===== src/hdl/osc_pkg.sv =====
// Shared types, constants and the character fold function of the substring counter.
package osc_pkg;

	localparam int PATTERN_MAX_DEF = 8;
	localparam int PAT_BYTES = 8;
	localparam int PAT_IDX_W = 3;
	localparam int LEN_W = 4;
	localparam int COUNT_W = 32;
	localparam int CFG_INDEX_W = 2;
	localparam int CFG_DATA_W = 64;

	localparam logic [CFG_INDEX_W-1:0] REG_PATTERN_BYTES = 2'd0;
	localparam logic [CFG_INDEX_W-1:0] REG_PATTERN_LENGTH = 2'd1;
	localparam logic [CFG_INDEX_W-1:0] REG_CASE_SENSITIVE = 2'd2;

	typedef struct packed {
		logic shift;
		logic clear;
		logic fold;
		logic [LEN_W-1:0] len;
		logic [PAT_BYTES-1:0][7:0] pattern;
	} osc_cell_ctrl_t;

	function automatic logic [7:0] fold_char(input logic [7:0] b, input logic fold_en);
		logic [7:0] r;
		r = b;
		if (fold_en && (b >= 8'h41) && (b <= 8'h5A)) begin
			r = b + 8'h20;
		end
		return r;
	endfunction

endpackage


===== src/hdl/overlapping_substring_counter.sv =====
// Top level of the overlapping substring counter: config registers, cell row, total, output.
// The block takes one text word per clock cycle while s_axis_tready is high and counts
// every occurrence of the pattern, overlapping ones included, at the word that carries its
// last byte. A row of PATTERN_MAX cells holds the recent bytes and compares the whole
// window in the cycle a byte arrives, so the 32-bit running total updates once per word.
// The total of a text goes into the output register, or into the one skid register while
// the output register holds a result; so the input flows while one result waits and stalls
// only while two wait. Configuration is taken at any cycle and always ready.
module overlapping_substring_counter #(
	parameter int PATTERN_MAX = osc_pkg::PATTERN_MAX_DEF
) (
	input  logic                            clk,
	input  logic                            arst_n,
	input  logic                            s_axis_tvalid,
	output logic                            s_axis_tready,
	input  logic [7:0]                      s_axis_tdata,  // text_byte
	input  logic [0:0]                      s_axis_tuser,  // byte_present
	input  logic                            s_axis_tlast,
	output logic                            m_axis_tvalid,
	input  logic                            m_axis_tready,
	output logic [osc_pkg::COUNT_W-1:0]     m_axis_tdata,  // match_count
	input  logic                            cfg_valid,
	output logic                            cfg_ready,
	input  logic [osc_pkg::CFG_INDEX_W-1:0] cfg_index,
	input  logic [osc_pkg::CFG_DATA_W-1:0]  cfg_data
);
	import osc_pkg::*;

	logic [CFG_DATA_W-1:0] pattern_bytes_q;
	logic [LEN_W-1:0] pattern_length_q;
	logic case_sensitive_q;
	logic [COUNT_W-1:0] total_q;

	logic in_fire;
	logic present;
	logic window_hit;
	logic [COUNT_W-1:0] total_next;
	logic buf_full;
	osc_cell_ctrl_t ctrl;

	logic [PATTERN_MAX-1:0][7:0] chain_byte;
	logic [PATTERN_MAX-1:0] chain_valid;
	logic [PATTERN_MAX-1:0] cell_hit;

	assign cfg_ready = 1'b1;

	always_ff @(posedge clk or negedge arst_n) begin
		if (!arst_n) begin
			pattern_bytes_q <= '0;
			pattern_length_q <= '0;
			case_sensitive_q <= 1'b1;
		end else if (cfg_valid) begin
			unique case (cfg_index)
				REG_PATTERN_BYTES: pattern_bytes_q <= cfg_data;
				REG_PATTERN_LENGTH: pattern_length_q <= cfg_data[LEN_W-1:0];
				REG_CASE_SENSITIVE: case_sensitive_q <= cfg_data[0];
				default: ;
			endcase
		end
	end

	assign s_axis_tready = !buf_full;
	assign in_fire = s_axis_tvalid && s_axis_tready;
	assign present = s_axis_tuser[0];

	always_comb begin
		ctrl.shift = in_fire && present;
		ctrl.clear = in_fire && s_axis_tlast;
		ctrl.fold = !case_sensitive_q;
		ctrl.len = (pattern_length_q > LEN_W'(PATTERN_MAX)) ? LEN_W'(PATTERN_MAX)
			: pattern_length_q;
		ctrl.pattern = pattern_bytes_q;
	end

	assign chain_byte[0] = s_axis_tdata;
	assign chain_valid[0] = 1'b1;

	generate
		for (genvar k = 0; k < PATTERN_MAX; k++) begin : g_cell
			if (k < PATTERN_MAX - 1) begin : g_mid
				osc_cell #(.IDX(k), .HAS_REG(1'b1)) u_cell (
					.clk        (clk),
					.arst_n     (arst_n),
					.ctrl       (ctrl),
					.din        (chain_byte[k]),
					.din_valid  (chain_valid[k]),
					.dout       (chain_byte[k+1]),
					.dout_valid (chain_valid[k+1]),
					.hit        (cell_hit[k])
				);
			end else begin : g_end
				osc_cell #(.IDX(k), .HAS_REG(1'b0)) u_cell (
					.clk        (clk),
					.arst_n     (arst_n),
					.ctrl       (ctrl),
					.din        (chain_byte[k]),
					.din_valid  (chain_valid[k]),
					.dout       (),
					.dout_valid (),
					.hit        (cell_hit[k])
				);
			end
		end
	endgenerate

	assign window_hit = &cell_hit;
	assign total_next = total_q
		+ COUNT_W'(present && window_hit && (total_q != {COUNT_W{1'b1}}));

	always_ff @(posedge clk or negedge arst_n) begin
		if (!arst_n) begin
			total_q <= '0;
		end else if (in_fire) begin
			total_q <= s_axis_tlast ? '0 : total_next;
		end
	end

	osc_result_buf u_result_buf (
		.clk       (clk),
		.arst_n    (arst_n),
		.push      (in_fire && s_axis_tlast),
		.push_data (total_next),
		.full      (buf_full),
		.m_valid   (m_axis_tvalid),
		.m_ready   (m_axis_tready),
		.m_data    (m_axis_tdata)
	);

endmodule


===== src/hdl/osc_cell.sv =====
// One window cell: compares its input byte and, unless it is the last cell, holds it and passes it on.
module osc_cell #(
	parameter int IDX = 0,
	parameter bit HAS_REG = 1'b1
) (
	input  logic                    clk,
	input  logic                    arst_n,
	input  osc_pkg::osc_cell_ctrl_t ctrl,
	input  logic [7:0]              din,
	input  logic                    din_valid,
	output logic [7:0]              dout,
	output logic                    dout_valid,
	output logic                    hit
);
	import osc_pkg::*;

	logic [PAT_IDX_W-1:0] pidx;
	logic active;
	logic [7:0] pat_char;

	always_comb begin
		pidx = PAT_IDX_W'(ctrl.len - LEN_W'(IDX) - LEN_W'(1));
		active = LEN_W'(IDX) < ctrl.len;
		pat_char = ctrl.pattern[pidx];
		hit = !active ||
			(din_valid && (fold_char(din, ctrl.fold) == fold_char(pat_char, ctrl.fold)));
	end

	generate
		if (HAS_REG) begin : g_reg
			logic [7:0] byte_q;
			logic valid_q;

			always_ff @(posedge clk or negedge arst_n) begin
				if (!arst_n) begin
					valid_q <= 1'b0;
				end else if (ctrl.clear) begin
					valid_q <= 1'b0;
				end else if (ctrl.shift) begin
					valid_q <= din_valid;
				end
			end

			always_ff @(posedge clk) begin
				if (ctrl.shift) begin
					byte_q <= din;
				end
			end

			assign dout = byte_q;
			assign dout_valid = valid_q;
		end else begin : g_noreg
			assign dout = '0;
			assign dout_valid = 1'b0;
		end
	endgenerate

endmodule


===== src/hdl/osc_result_buf.sv =====
// Two-entry result buffer: an output register and a skid register behind it.
module osc_result_buf (
	input  logic                        clk,
	input  logic                        arst_n,
	input  logic                        push,
	input  logic [osc_pkg::COUNT_W-1:0] push_data,
	output logic                        full,
	output logic                        m_valid,
	input  logic                        m_ready,
	output logic [osc_pkg::COUNT_W-1:0] m_data
);
	import osc_pkg::*;

	logic out_valid_q;
	logic skid_valid_q;
	logic [COUNT_W-1:0] out_data_q;
	logic [COUNT_W-1:0] skid_data_q;
	logic out_free;

	assign out_free = !out_valid_q || m_ready;

	always_ff @(posedge clk or negedge arst_n) begin
		if (!arst_n) begin
			out_valid_q <= 1'b0;
			skid_valid_q <= 1'b0;
		end else if (out_free) begin
			if (skid_valid_q) begin
				out_valid_q <= 1'b1;
				skid_valid_q <= 1'b0;
			end else begin
				out_valid_q <= push;
			end
		end else if (push) begin
			skid_valid_q <= 1'b1;
		end
	end

	always_ff @(posedge clk) begin
		if (out_free) begin
			out_data_q <= skid_valid_q ? skid_data_q : push_data;
		end else if (push) begin
			skid_data_q <= push_data;
		end
	end

	assign full = skid_valid_q;
	assign m_valid = out_valid_q;
	assign m_data = out_data_q;

endmodule


===== config.mk =====
export PLATFORM = sky130hd
export DESIGN_NAME = overlapping_substring_counter
export DESIGN_NICKNAME = d
export VERILOG_FILES = /design/src/hdl/osc_pkg.sv /design/src/hdl/overlapping_substring_counter.sv /design/src/hdl/osc_cell.sv /design/src/hdl/osc_result_buf.sv
export SDC_FILE = /design/constraint.sdc
export NUM_CORES = 1
export LEC_CHECK = 0
export ABC_CLOCK_PERIOD_IN_PS = 6550
export BUFFER_PORTS_ARGS = -buffer_cell sky130_fd_sc_hd__buf_2
export CORE_MARGIN = 4
export CORE_UTILIZATION = 30
export DETAILED_ROUTE_END_ITERATION = 10
export HOLD_SLACK_MARGIN = 0.1
export PLACE_DENSITY_LB_ADDON = 0.2
export SKIP_LAST_GASP = 1
export SLEW_MARGIN = 20
export SYNTH_ARGS = -nofsm -noshare
export SYNTH_HDL_FRONTEND = slang
export SYNTH_SLANG_ARGS = --single-unit

===== constraint.sdc =====
create_clock -name clk -period 6.55 [get_ports clk]
set_input_delay 1.6375 -clock clk [delete_from_list [all_inputs] [get_ports clk]]
set_output_delay 1.6375 -clock clk [all_outputs]
set_load 0.005 [all_outputs]

# Word level (Yosys, flattened, before mapping)
# Index checks and enable logic that the tools add are counted.
[totals] romBits=0 inputBits=81 out_inout_bits=35 register_bits=230 memories=0 latchBits=0 ram_bits=0 word_cells=238
[classes] n_bitwise=1 div=0 n_eq_ne=11 shifts=0 mux=52 add_sub_neg=31 reduce_logical=72 magnitude_cmp=49 n_mul=0
[ops] cell="8-bit binary-select mux with 3-bit select" n=8
[ops] cell="8-bit 2-to-1 mux" n=24
[ops] cell="8-bit by 6-bit adder with 8-bit output (second input constant)" n=16
[ops] cell="8-bit by 7-bit >= comparator with 1-bit output (second input constant)" n=16
[ops] cell="8-bit by 7-bit <= comparator with 1-bit output (second input constant)" n=16
[ops] cell="8-bit equality test" n=8
[ops] cell="32-bit 2-to-1 mux" n=2
[ops] cell="1-bit logical AND" n=44
[ops] cell="32-bit by 1-bit adder with 32-bit output" n=1
[ops] cell="3-bit by 4-bit less-than comparator with 1-bit output (second input constant)" n=8
[ops] cell="32-bit inequality test (second input constant)" n=1
[ops] cell="3-bit by 1-bit subtractor with 3-bit output (second input constant)" n=8
[ops] cell="1-bit 2-to-1 mux" n=17
[ops] cell="3-bit by 4-bit less-than comparator with 1-bit output (first input constant)" n=4
[ops] cell="3-bit subtractor (second input constant)" n=4
[ops] cell="1-bit logical NOT" n=11
[ops] cell="1-bit logical OR" n=9
[ops] cell="1-bit by 4-bit less-than comparator with 1-bit output (first input constant)" n=2
[ops] cell="2-bit by 4-bit less-than comparator with 1-bit output (first input constant)" n=2
[ops] cell="2-bit AND reduction" n=4
[ops] cell="8-bit AND reduction" n=1
[ops] cell="3-bit by 2-bit subtractor with 3-bit output (second input constant)" n=2
[ops] cell="4-bit greater-than comparator (second input constant)" n=1
[ops] cell="4-bit 2-to-1 mux" n=1
[ops] cell="5 further kinds" n=6

# Logic depth before layout (Yosys ltp)
# Gate-level depths: netlist of run 1.
[depth] word_depth=18 mapped_depth=30 mapped_depth_nobuf=25

# By module
# A second synthesis of run 1 with hierarchy kept.
[unflattened] hier_cells=1276 area_unflattened_um2=16722.3
[by_module_without_submodules] mod="overlapping_substring_counter" area_each_um2=4835.9 cells_per_inst=407 seq_area_each_um2=2528.7 n_inst=1
[by_module_without_submodules] mod="osc_result_buf" area_each_um2=2537.4 cells_per_inst=108 seq_area_each_um2=1971.9 n_inst=1
[by_module_without_submodules] mod="osc_cell (g_cell[2].g_mid.u_cell)" area_each_um2=1415.1 cells_per_inst=119 seq_area_each_um2=265.3 n_inst=1
[by_module_without_submodules] mod="osc_cell (g_cell[6].g_mid.u_cell)" area_each_um2=1271.2 cells_per_inst=98 seq_area_each_um2=265.3 n_inst=1
[by_module_without_submodules] mod="osc_cell (g_cell[0].g_mid.u_cell)" area_each_um2=1256.2 cells_per_inst=105 seq_area_each_um2=265.3 n_inst=1
[by_module_without_submodules] mod="osc_cell (g_cell[4].g_mid.u_cell)" area_each_um2=1226.2 cells_per_inst=107 seq_area_each_um2=265.3 n_inst=1
[by_module_without_submodules] mod="osc_cell (g_cell[5].g_mid.u_cell)" area_each_um2=1142.3 cells_per_inst=97 seq_area_each_um2=265.3 n_inst=1
[by_module_without_submodules] mod="osc_cell (g_cell[1].g_mid.u_cell)" area_each_um2=1087.3 cells_per_inst=82 seq_area_each_um2=265.3 n_inst=1
[by_module_without_submodules] mod="osc_cell (g_cell[3].g_mid.u_cell)" area_each_um2=1056.0 cells_per_inst=79 seq_area_each_um2=265.3 n_inst=1
[by_module_without_submodules] mod="osc_cell (g_cell[7].g_end.u_cell)" area_each_um2=894.6 cells_per_inst=74 seq_area_each_um2=0.0 n_inst=1

# Least setup slack after synthesis of run 1
# Ideal clock, no wire load.
[synth_timing] path_type="reg-to-reg" start="reg pattern_length_q[3]" end="reg u_result_buf.out_data_q[29] (netlist: u_result_buf.m_data[29]), data pin" required_ps=6290 arrival_ps=6316 setup_ps=260 path_slack_ps=-26 period_less_slack_ps=6576 path_stages_with_launch=30 path_buffers=7 cell_sequence="dfrtp_1 -> nor2b_2 -> buf_6 -> inv_2 -> buf_6 -> buf_2 -> buf_1 -> ha_1 -> clkbuf_1 -> clkbuf_1 -> mux4_2 -> or4b_1 -> a31oi_1 -> nand2_1 -> mux2_4 -> nor3_2 -> a32oi_1 -> nor4_1 -> ha_1 -> and3_1 -> clkbuf_1 -> nand2_1 -> nor2_1 -> nand2_1 -> nor3_1 -> and4_1 -> nand2_1 -> nor2_1 -> xor2_1 -> mux2_2"
[synth_between] elab_chain_len=18 elab_cells_between_ends=124 cone_classes="23 x add/sub; 25 x order compare; 8 x eq/ne; 26 x mux; 42 x reduce/logical"
[synth_rtl] item="start: declaration" line="overlapping_substring_counter.sv:30" text="logic [LEN_W-1:0] pattern_length_q;"
[synth_rtl] item="start signal: assignment" line="overlapping_substring_counter.sv:55" text="REG_PATTERN_LENGTH: pattern_length_q <= cfg_data[LEN_W-1:0];"
[synth_rtl] item="4-bit greater-than comparator" line="overlapping_substring_counter.sv:70" text="ctrl.len = (pattern_length_q > LEN_W'(PATTERN_MAX)) ? LEN_W'(PATTERN_MAX)"
[synth_rtl] item="4-bit 2-to-1 mux *" line="overlapping_substring_counter.sv:70"
[synth_rtl] item="3-bit by 1-bit subtractor with 3-bit output (tied with other cells)" line="osc_cell.sv:22" text="pidx = PAT_IDX_W'(ctrl.len - LEN_W'(IDX) - LEN_W'(1));"
[synth_rtl] item="3-bit by 1-bit subtractor with 3-bit output" line="osc_cell.sv:22"
[synth_rtl] item="8-bit binary-select mux with 3-bit select" line="osc_cell.sv:24" text="pat_char = ctrl.pattern[pidx];"
[synth_rtl] item="8-bit 2-to-1 mux (not written as such)" line="osc_cell.sv:24"
[synth_rtl] item="8-bit by 7-bit >= comparator with 1-bit output" line="osc_pkg.sv:27" text="if (fold_en && (b >= 8'h41) && (b <= 8'h5A)) begin"
[synth_rtl] item="1-bit logical AND (2 in series)" line="osc_pkg.sv:27"
[synth_rtl] item="8-bit 2-to-1 mux" line="osc_pkg.sv:27"
[synth_rtl] item="8-bit equality test" line="osc_cell.sv:26" text="(din_valid && (fold_char(din, ctrl.fold) == fold_char(pat_char, ctrl.fold)));"
[synth_rtl] item="1-bit logical AND" line="osc_cell.sv:26"
[synth_rtl] item="1-bit logical OR" line="osc_cell.sv:25" text="hit = !active ||"
[synth_rtl] item="8-bit AND reduction *" line="overlapping_substring_counter.sv:106" text="assign window_hit = &cell_hit;"
[synth_rtl] item="1-bit logical AND * (2 in series)" line="overlapping_substring_counter.sv:108" text="+ COUNT_W'(present && window_hit && (total_q != {COUNT_W{1'b1}}));"
[synth_rtl] item="32-bit by 1-bit adder with 32-bit output *" line="overlapping_substring_counter.sv:108"
[synth_rtl] item="via total_next[29]" line="overlapping_substring_counter.sv:37" text="logic [COUNT_W-1:0] total_next;"
[synth_rtl] item="32-bit 2-to-1 mux *" line="osc_result_buf.sv:40" text="out_data_q <= skid_valid_q ? skid_data_q : push_data;"
[synth_rtl] item="end signal: assignment" line="osc_result_buf.sv:40"
[synth_rtl] item="end: declaration" line="osc_result_buf.sv:16" text="logic [COUNT_W-1:0] out_data_q;"
# The timed path passes the listed nets; every way through them passes the cells marked *. The select of a mux whose other input is x is not followed.
# A chain may end at the register's enable or synchronous reset.

# Final worst setup path of run 1
[layout_timing] start="reg pattern_length_q[3]" end="reg u_result_buf.out_data_q[23] (netlist: u_result_buf.m_data[23]), data pin"
# Same word-level chain as after synthesis.

==> results of run 1 <==
worst max-delay path, delay by kind of cell, from the launching register on:
family | cells | cell delay (ns)
AND/OR/NAND/NOR | 11 | 1.77
multiplexers | 3 | 1.18
buffers and inverters | 4 | 1.13
AO/OA/AOI/OAI | 3 | 0.58
flip-flops | 1 | 0.46
XOR/XNOR | 2 | 0.40
adder cells (fa/ha/maj) | 1 | 0.22
worst max path at each step:
stage,from,endpoint,depth (start not counted)
2_1_floorplan,pattern_length_q[0]$_DFFE_PN0P_,u_result_buf.m_data[29]$_DFFE_PN_,30
3_3_place_gp,s_axis_tdata[6],u_result_buf.m_data[23]$_DFFE_PN_,22
3_5_place_dp,s_axis_tdata[6],u_result_buf.m_data[23]$_DFFE_PN_,22
4_1_cts,pattern_length_q[3]$_DFFE_PN0P_,u_result_buf.m_data[23]$_DFFE_PN_,22
5_1_grt,pattern_length_q[1]$_DFFE_PN0P_,u_result_buf.m_data[23]$_DFFE_PN_,23
6_report,pattern_length_q[3]$_DFFE_PN0P_,u_result_buf.m_data[23]$_DFFE_PN_,24
power groups by stage:
stage          registers [uW]  logic (uW)  clock network (uW)
2_1_floorplan            1780        1640                   0
3_3_place_gp             1880        2240                   0
3_5_place_dp             1880        2270                   0
4_1_cts                  1850        2280                1590
5_1_grt                  1870        2470                1650
6_report                 1850        2290                1530
per-stage QoR:
| stage | instances | utilization | area (um^2) |
|---|---|---|---|
| after floorplan | 1208 | - | 14400 |
| after CTS | 1969 | 0.353 | 16800 |
| after global placement | 1918 | 0.333 | 15900 |
| after global routing | 1969 | 0.353 | 16800 |
| final | 1969 | 0.353 | 16800 |
| after detailed placement | 1918 | 0.333 | 15900 |
sequential cells by signal, summed over array words and instances, names as in the netlist:
signal / count
case_sensitive_q: 1
g_cell.g_mid.u_cell.dout: 56
g_cell.g_mid.u_cell.dout_valid: 7
pattern_bytes_q: 64
pattern_length_q: 4
total_q: 32
u_result_buf.full: 1
u_result_buf.m_data: 32
u_result_buf.m_valid: 1
u_result_buf.skid_data_q: 32
area by class of cell:
type,instances,area share
clock buffer,34,0.0442
clock inverter,17,0.00990
inverter,27,0.00603
multi-input combinational,879,0.458
sequential,230,0.378
tap,615,0.0458
timing repair buffer,167,0.0580
kinds of logic after synthesis:
group / Yosys count / share of synthesized area
AND/OR/NAND/NOR: 287 / 0.106
multiplexers: 253 / 0.232
flip-flops: 230 / 0.441
AO/OA/AOI/OAI: 223 / 0.113
buffers and inverters: 99 / 0.0286
XOR/XNOR: 96 / 0.0618
adder cells (fa/ha/maj): 19 / 0.0165
other: 1 / 0.000260
cells in the mapped netlist, types with 8 or more instances:
cell,instances
xor2_1,39
o21ai_0,34
a22o_1,21
buf_2,15
mux2_2,118
and2_1,8
a21o_1,8
nor2_1,51
a21oi_1,18
xnor2_1,53
a22oi_1,8
clkbuf_1,46
nand2_1,63
mux4_2,52
nand3_1,38
and3_1,10
o31ai_1,8
nor4_1,13
ha_1,19
nand4_1,13
o22ai_1,11
o2111ai_1,8
inv_1,23
nor3b_1,16
edfxtp_1,120
mux2i_1,77
dfrtp_1,109
nor3_1,22
a31oi_1,25
nor4b_1,10
routing by layer:
| layer | GRT usage | share of wire | vias to the layer above |
|---|---|---|---|
| met4 | 0.0422 | 0.026 | 0 |
| li1 | - | - | 4969 |
| met5 | 0 | 0 | - |
| met3 | 0.0218 | 0.048 | 53 |
| met1 | 0.228 | 0.46 | 5478 |
| met2 | 0.265 | 0.47 | 318 |
==> run summary, run 1 <==
Status -> finished clean
Syn_area_per_cell -> 11.9 um^2
Gpl congestion -> 0.931
Area of the multi-input gates -> 7700 um^2
Post-synth EDFFs -> 120
Commonest non-fill, non-tap cell in the layout -> edfxtp_1
Share of cells above drive strength 1 -> 0.306
Pre-CTS setup slack -> 0.238 ns
Pwr dens -> 337 nW/um^2
Top_reg_cell synth -> edfxtp_1
Area growth from synthesis to layout -> 16.6%
Register-to-Register Setup Slack -> 0.52 ns
Critical path class -> flip-flop to flip-flop
Pre-Repair DR Iteration Count -> 5
Post-synth top area cell -> edfxtp_1
HP Class -> flip-flop to flip-flop
TNS Setup -> 0 ns
Distinct cells, synth -> 87
# rows -> 80
Mapped Cells -> 1208
Via count -> 10800
Endpoints failing hold -> 0
Post-CTS Setup Bufs -> 0
Detailed placement HPWL -> 31600 um
Hold path start -> g_cell[3].g_mid.u_cell.dout[7]$_DFFE_PP_
Hold endpoint -> g_cell[4].g_mid.u_cell.dout[7]$_DFFE_PP_
Share of the synthesized area in the top cell type -> 0.250
Fraction of registers with async set/reset -> 0.478
Antenna cell count -> 0
Antenna Violating Nets Remaining -> 0
Initial Util -> 0.303
Total Power -> 5670 uW
Clk_lat worst skew -> 0.56 ns
Max-Cap Viols -> 0
Yosys warning count -> 0
Hold slack -> 0.499 ns
Crit path cell chain -> nor2b_4 -> buf_4 -> buf_4 -> mux4_2 -> mux2i_1 -> buf_4 -> and3_1 -> nand3_1 -> o311a_1 -> a21oi_1 -> xor2_1 -> a41oi_1 -> nor4_2 -> ha_1 -> and3_1 -> nand2_1 -> nor2_1 -> nand2_1 -> nor3_1 -> and4_1 -> buf_4 -> nand4_1 -> xnor2_1 -> mux2_2
Slowest stage delay, CP -> 0.54 ns
Final nets -> 1433
Post-Synthesis Cell Area -> 14400 um^2
CORE AREA -> 47600 um^2
Htree depth -> 1
Critical path's slowest cell -> mux4_2
Routed length per instance -> 21.6 um
Max VDD drop -> 0.206 mV
Hold_buf cts -> 0
Element type at the critical path end -> flip-flop
Clk sink count -> 230
Top cells by area, synth -> edfxtp_1, dfrtp_1, mux2_2
I/O Pins -> 116
Sequential Power Share -> 0.326
Largest net degree at the start of global routing -> 66
Post-CTS Resized -> 0
Die Ht -> 227 um
Hold Crit Depth -> 0
Worst Path Arrival -> 6.34 ns
CP dominant cell by count -> buf_4
Final cycle utilization of the critical path -> 0.920
Initial antenna violation count -> 1
Critical path fanouts, max -> 25
Register clock-pin slew on the reported worst setup and hold paths -> 0.06 ns
Sequential area share after synthesis -> 0.441
Worst slew pin tran -> 0.869 ns
Slew Viols, Final -> 0
Peak Freq -> 166 MHz
Sw Ratio -> 0.366
Syn nets -> 1308
First-pass GRT wire length -> 65600 um
Pleak -> 0.00662 uW
Clock period minus worst slack -> 6.03 ns
P_int -> 3590 uW
Vias in the first global route -> 10600
Filler instances -> 4689
Max transition margin -> 0.419
Die Wd -> 227 um
Num CTS Buffers -> 28
Commonest cells after routing, fill and taps aside -> edfxtp_1, mux2_2, buf_2
Register area -> 6360 um^2
Residual DRC -> 0
Switching pwr -> 2080 uW
Total GRT Usage -> 0.162
Startpoint types -> flip-flop
Die area -> 51600 um^2
Worst R2R Path Depth -> 24
Clock power frac -> 0.270
FF-to-FF End -> u_result_buf.m_data[23]$_DFFE_PN_
Max Clock Skew -> 0.0176 ns
Clk buf depth -> 3
CTS tree -> done
Unrepaired setup endpoints after global routing -> false
Port Buf Inserts -> 114
Remaining Overflow, GRT -> 0
Post-synthesis register bit count -> 230
Comb pwr share -> 0.404
Vias per inst -> 5.49
Detailed Route WL -> 42500 um
Crit Reg-Reg Startpoint -> pattern_length_q[3]$_DFFE_PN0P_
Clock root cell -> clkbuf_16
Final Worst Setup Slack -> 0.524 ns
Final setup fails -> 0
Required @ worst endpoint -> 6.87 ns
Initial DRC count -> 822
(Power assumes the default switching activity.)
==> inputs of run 2 (changes only) <==
ABC_CLOCK_PERIOD_IN_PS = unset   (was 6550)
SKIP_LAST_GASP = unset   (was 1)
SYNTH_HIERARCHICAL = 1   (was unset)
==> run 2 against run 1 <==
Wire length up 18%. Clock power down 7%. Register-to-register slack worse by 0.15 ns. Cell area up 12%. Sequential share of layout area down 4.0 points. Highest routed layer unchanged.
==> run summary, run 2 <==
Remaining Overflow, GRT -> 0
Pwr dens -> 335 nW/um^2
Max VDD drop -> 0.187 mV
Max Clock Skew -> 0.0125 ns
Area growth from synthesis to layout -> 13.1%
Clock root cell -> clkbuf_16
Detailed placement HPWL -> 36200 um
Detailed Route WL -> 50100 um
Final setup fails -> 0
Crit path cell chain -> nor2b_4 -> buf_4 -> inv_1 -> ha_1 -> buf_6 -> mux4_1 -> mux2i_4 -> inv_1 -> ha_1 -> xnor3_1 -> nor3_1 -> a31oi_1 -> o32ai_2 -> nand4_1 -> a31oi_1 -> ha_1 -> nand4_4 -> or3_1 -> or3_4 -> xnor2_1 -> mux2_4
Initial DRC count -> 862
Worst slew pin tran -> 1.02 ns
Slowest stage delay, CP -> 0.51 ns
Post-Synthesis Cell Area -> 16700 um^2
Mapped Cells -> 1266
HP Class -> flip-flop to flip-flop
Register-to-Register Setup Slack -> 0.37 ns
Endpoints failing hold -> 0
Element type at the critical path end -> flip-flop
Critical path fanouts, max -> 28
Post-Layout Cell Count -> 2147
# rows -> 86
Slew Viols, Final -> 0
Die area -> 59300 um^2
Register clock-pin slew on the reported worst setup and hold paths -> 0.06 ns
Gpl congestion -> 0.864
Area of the multi-input gates -> 9590 um^2
Clk buf depth -> 3
Syn_area_per_cell -> 13.2 um^2
CORE AREA -> 55000 um^2
Pre-Repair DR Iteration Count -> 5
Antenna cell count -> 0
CP dominant cell by count -> ha_1
Worst Path Arrival -> 6.47 ns
Critical path's slowest cell -> or3_1
Initial antenna violation count -> 0
Peak Freq -> 162 MHz
I/O Pins -> 116
Antenna Violating Nets Remaining -> 0
Required @ worst endpoint -> 6.84 ns
Share of cells above drive strength 1 -> 0.352
Via count -> 11600
Htree depth -> 1
First-pass GRT wire length -> 76000 um
Clk sink count -> 230
Die Ht -> 244 um
Vias in the first global route -> 11600
Clk_lat worst skew -> 0.55 ns
Max-Cap Viols -> 0
Max transition margin -> 0.318
Clock period minus worst slack -> 6.18 ns
Startpoint types -> flip-flop
Largest net degree at the start of global routing -> 70
Commonest cells after routing, fill and taps aside -> edfxtp_1, buf_2, dfrtp_1
Final cycle utilization of the critical path -> 0.943
Vias per inst -> 5.41
Residual DRC -> 0
Status -> finished clean
Yosys warning count -> 6
Final nets -> 1484
Routed length per instance -> 23.3 um
Total GRT Usage -> 0.165
Num CTS Buffers -> 26
Dpl cells -> 2096
Placed Area -> 17900 um^2
Filler instances -> 5446
Port Buf Inserts -> 114
Post-route cell area -> 18800 um^2
Die Wd -> 244 um
Largest register FFs -> 64
Register area -> 6360 um^2
Commonest non-fill, non-tap cell in the layout -> edfxtp_1
Critical path class -> flip-flop to flip-flop
Initial Util -> 0.303
Largest Register -> pattern_bytes_q
CTS tree -> done
Pleak -> 0.00705 uW
==> run 2: per-layer routing <==
layer,up-vias,routed length (um),GRT usage
met3,45,3730,0.0431
li1,5211,-,-
met2,357,23700,0.267
met4,0,778,0.0311
met5,-,0,0
met1,6002,21900,0.227
==> run 2: area by class of cell <==
class                           count  area share
Inverter                           33     0.00658
Clock inverter                     14     0.00738
Tap cell                          748      0.0497
Sequential cell                   230       0.338
Clock buffer                       34      0.0372
Timing Repair Buffer              161      0.0522
Multi-Input combinational cell    927       0.509
==> run 2: worst max-delay path, delay by kind of cell (launching register included) <==
kind,cells,cell delay [ns]
buffers and inverters,4,0.71
adders and majority gates,3,0.77
xor gates and xnor gates,2,0.50
and+or+nand+nor,6,1.76
muxes,3,0.98
AOI/OAI and AO/OA,3,0.69
DFF,1,0.48
==> run 2: worst paths after layout <==
| path | startpoint | endpoint | cells past startpoint |
|---|---|---|---|
| worst max-delay path | pattern_length_q[3]$_DFFE_PN0P_ | u_result_buf/m_data[25]$_DFFE_PP_ | 21 |
| max in group asynchronous | arst_n | u_result_buf/full$_DFFE_PN0P_ | 2 |
| worst min-delay path | g_cell[4].g_mid.u_cell/dout[7]$_DFFE_PP_ | g_cell[5].g_mid.u_cell/dout[7]$_DFFE_PP_ | 0 |
| worst min register to register | g_cell[4].g_mid.u_cell/dout[7]$_DFFE_PP_ | g_cell[5].g_mid.u_cell/dout[7]$_DFFE_PP_ | 0 |
| min in group asynchronous | arst_n | pattern_bytes_q[34]$_DFFE_PN0P_ | 1 |
| worst max register to register | pattern_length_q[3]$_DFFE_PN0P_ | u_result_buf/m_data[25]$_DFFE_PP_ | 21 |
==> run 2: repair_timing <==
action,in CTS,in global routing
resized for setup,0,10
hold buffers,0,0
setup endpoints to repair,0,37
buffers inserted,0,3
==> run 2: metrics by stage <==
step	TNS, ns	setup slack, ns	power (uW)	utilization	hold WS [ns]
2_1_floorplan	0	0.241	4030	-	0.451
3_3_place_gp	0	0.159	4790	0.326	0.477
3_5_place_dp	0	0.0594	4830	0.326	0.485
4_1_cts	0	0.0413	6310	0.341	0.500
5_1_grt	-0.0000244	-0.0000244	6630	0.342	0.506
6_report	0	0.371	6300	0.342	0.504
==> run 2: power by group <==
group / total [uW] / internal, uW / switching, uW
clock: 1430 / 835 / 599
sequential: 1950 / 1650 / 296
combinational: 2920 / 1430 / 1490
==> inputs of run 3 (changes only) <==
clock period = 7.1 ns   (was 6.55 ns; I/O delays follow)
==> run 3 against run 2 <==
First-iteration DRC count shrank 4.3%. Die area is the same. Sequential cell count is the same. Register-to-register slack gained 0.21 ns. Clock skew grew 0.011 ns. Total power shrank 8.4%. Critical path depth is the same. Global-route usage shrank 0.64 points. Cell area shrank 0.61%. Hold slack lost 0.026 ns. Clock power shrank 3%. Sequential share of layout area grew 0.21 points. Critical path type unchanged. Largest cell class unchanged.
==> run summary, run 3 (same netlist as run 2, synthesis figures left out) <==
Placed Area -> 17800 um^2
Unrepaired setup endpoints after global routing -> false
Post-route cell area -> 18700 um^2
Pleak -> 0.00700 uW
Area growth from synthesis to layout -> 12.4%
Post-CTS Setup Bufs -> 0
Die area -> 59300 um^2
Routed length per instance -> 22.8 um
Final cycle utilization of the critical path -> 0.919
Crit Reg-Reg Startpoint -> pattern_length_q[3]$_DFFE_PN0P_
First-pass GRT wire length -> 73300 um
Critical path class -> flip-flop to flip-flop
Die Ht -> 244 um
Worst slew pin tran -> 1.02 ns
Die Wd -> 244 um
Slew Viols, Final -> 0
Initial antenna violation count -> 2
Pwr dens -> 309 nW/um^2
Total Power -> 5770 uW
CORE AREA -> 55000 um^2
Required @ worst endpoint -> 7.40 ns
Pre-Repair DR Iteration Count -> 7
Antenna cell count -> 0
Post-Layout Cell Count -> 2131
HP Class -> flip-flop to flip-flop
Worst Path Arrival -> 6.82 ns
Hold path start -> g_cell[3].g_mid.u_cell/dout[7]$_DFFE_PP_
Hold Crit Depth -> 0
Max VDD drop -> 0.208 mV
Startpoint types -> flip-flop
Share of cells above drive strength 1 -> 0.343
Num CTS Buffers -> 27
Clk_lat worst skew -> 0.56 ns
Initial DRC count -> 825
Hold_buf cts -> 0
Hold endpoint -> g_cell[4].g_mid.u_cell/dout[7]$_DFFE_PP_
Element type at the critical path end -> flip-flop
Vias in the first global route -> 11200
Post-CTS Resized -> 0
Vias per inst -> 5.40
Final nets -> 1467
Final core utilization -> 0.340
TNS Setup -> 0 ns
Remaining Overflow, GRT -> 0
Dpl cells -> 2081
Max Clock Skew -> 0.0235 ns
Final setup fails -> 0
Peak Freq -> 153 MHz
Clock period minus worst slack -> 6.52 ns
Clk buf depth -> 3
Clock root cell -> clkbuf_16
Largest net degree at the start of global routing -> 71
Port Buf Inserts -> 114
# rows -> 86
Via count -> 11500
Detailed placement HPWL -> 34800 um
Gpl congestion -> 0.822
Max transition margin -> 0.319
Max-Cap Viols -> 0
Antenna Violating Nets Remaining -> 0
Status -> finished clean
FF-to-FF End -> u_result_buf/m_data[18]$_DFFE_PP_
Largest register FFs -> 64
Clk sink count -> 230
Critical path fanouts, max -> 69
Detailed Route WL -> 48500 um
CTS tree -> done
I/O Pins -> 116
Register clock-pin slew on the reported worst setup and hold paths -> 0.06 ns
Register-to-Register Setup Slack -> 0.58 ns
Endpoints failing hold -> 0
Htree depth -> 1
Initial Util -> 0.303
Commonest non-fill, non-tap cell in the layout -> edfxtp_1
Filler instances -> 5442
Largest Register -> pattern_bytes_q
Worst R2R Path Depth -> 21
Total GRT Usage -> 0.159
Commonest cells after routing, fill and taps aside -> edfxtp_1, buf_2, dfrtp_1
Residual DRC -> 0
-- run 3: changes by cell type in the layout (fill, tap and decap cells not counted), sizes merged --
cell | previous run | this run
clkinv | 8 | 5
clkinvlp | 3 | 0
clkbuf | 34 | 42
bufinv | 2 | 0
inv | 34 | 36
buf | 161 | 143
-- run 3: power by group --
| group | switching (uW) | total (uW) | internal, uW |
|---|---|---|---|
| sequential | 260 | 1780 | 1530 |
| combinational | 1330 | 2600 | 1280 |
| clock | 573 | 1380 | 812 |
-- run 3: worst max-delay path: stages (launching register included) --
cell,delay (ns)
dfrtp_1,0.48
nor2b_4,0.25
buf_12,0.43
mux4_2,0.58
mux2i_2,0.30
inv_1,0.10
ha_1,0.21
xor3_1,0.37
o32ai_2,0.21
a2bb2oi_1,0.11
o31ai_1,0.47
nand4_1,0.22
nor2_1,0.13
nand4_1,0.17
a31oi_1,0.21
ha_1,0.28
ha_1,0.23
nand3_1,0.29
nor4_4,0.51
nand3_1,0.19
xnor2_1,0.17
mux2_4,0.27
-- run 3: how the worst max path moves through the flow --
stage / startpoint / depth (start not counted) / slack (ns) / end
floorplan: pattern_length_q[3]$_DFFE_PN0P_ / 27 / 0.79 / u_result_buf/m_data[25]$_DFFE_PP_
global placement: pattern_length_q[3]$_DFFE_PN0P_ / 21 / 0.76 / u_result_buf/m_data[24]$_DFFE_PP_
detailed placement: pattern_length_q[3]$_DFFE_PN0P_ / 21 / 0.63 / u_result_buf/m_data[20]$_DFFE_PP_
CTS: pattern_length_q[3]$_DFFE_PN0P_ / 21 / 0.57 / u_result_buf/m_data[18]$_DFFE_PP_
global route: pattern_length_q[3]$_DFFE_PN0P_ / 21 / 0.21 / u_result_buf/m_data[20]$_DFFE_PP_
finish: pattern_length_q[3]$_DFFE_PN0P_ / 21 / 0.58 / u_result_buf/m_data[18]$_DFFE_PP_
-- run 3: stage by stage --
stage | setup slack, ns | hold WS [ns]
2_1_floorplan | 0.791 | 0.451
3_3_place_gp | 0.763 | 0.473
3_5_place_dp | 0.627 | 0.473
4_1_cts | 0.567 | 0.478
5_1_grt | 0.212 | 0.495
6_report | 0.578 | 0.477
-- run 3: metal layers --
layer  vias up  wire length [um]  GRT usage
met5         -                26          0
met4         4              1110     0.0403
met3        57              3250     0.0379
met2       324             22400      0.251
met1      5925             21700      0.220
li1       5187                 -          -
-- run 3: area by class of cell --
type / count / area (um^2) / share of cell area
Multi-Input combinational cell: 927 / 9550 / 0.511
Clock buffer: 42 / 833 / 0.0445
Clock inverter: 8 / 65.1 / 0.00348
Inverter: 33 / 124 / 0.00662
Tap cell: 748 / 936 / 0.0500
Sequential cell: 230 / 6360 / 0.340
Timing Repair Buffer: 143 / 841 / 0.0449
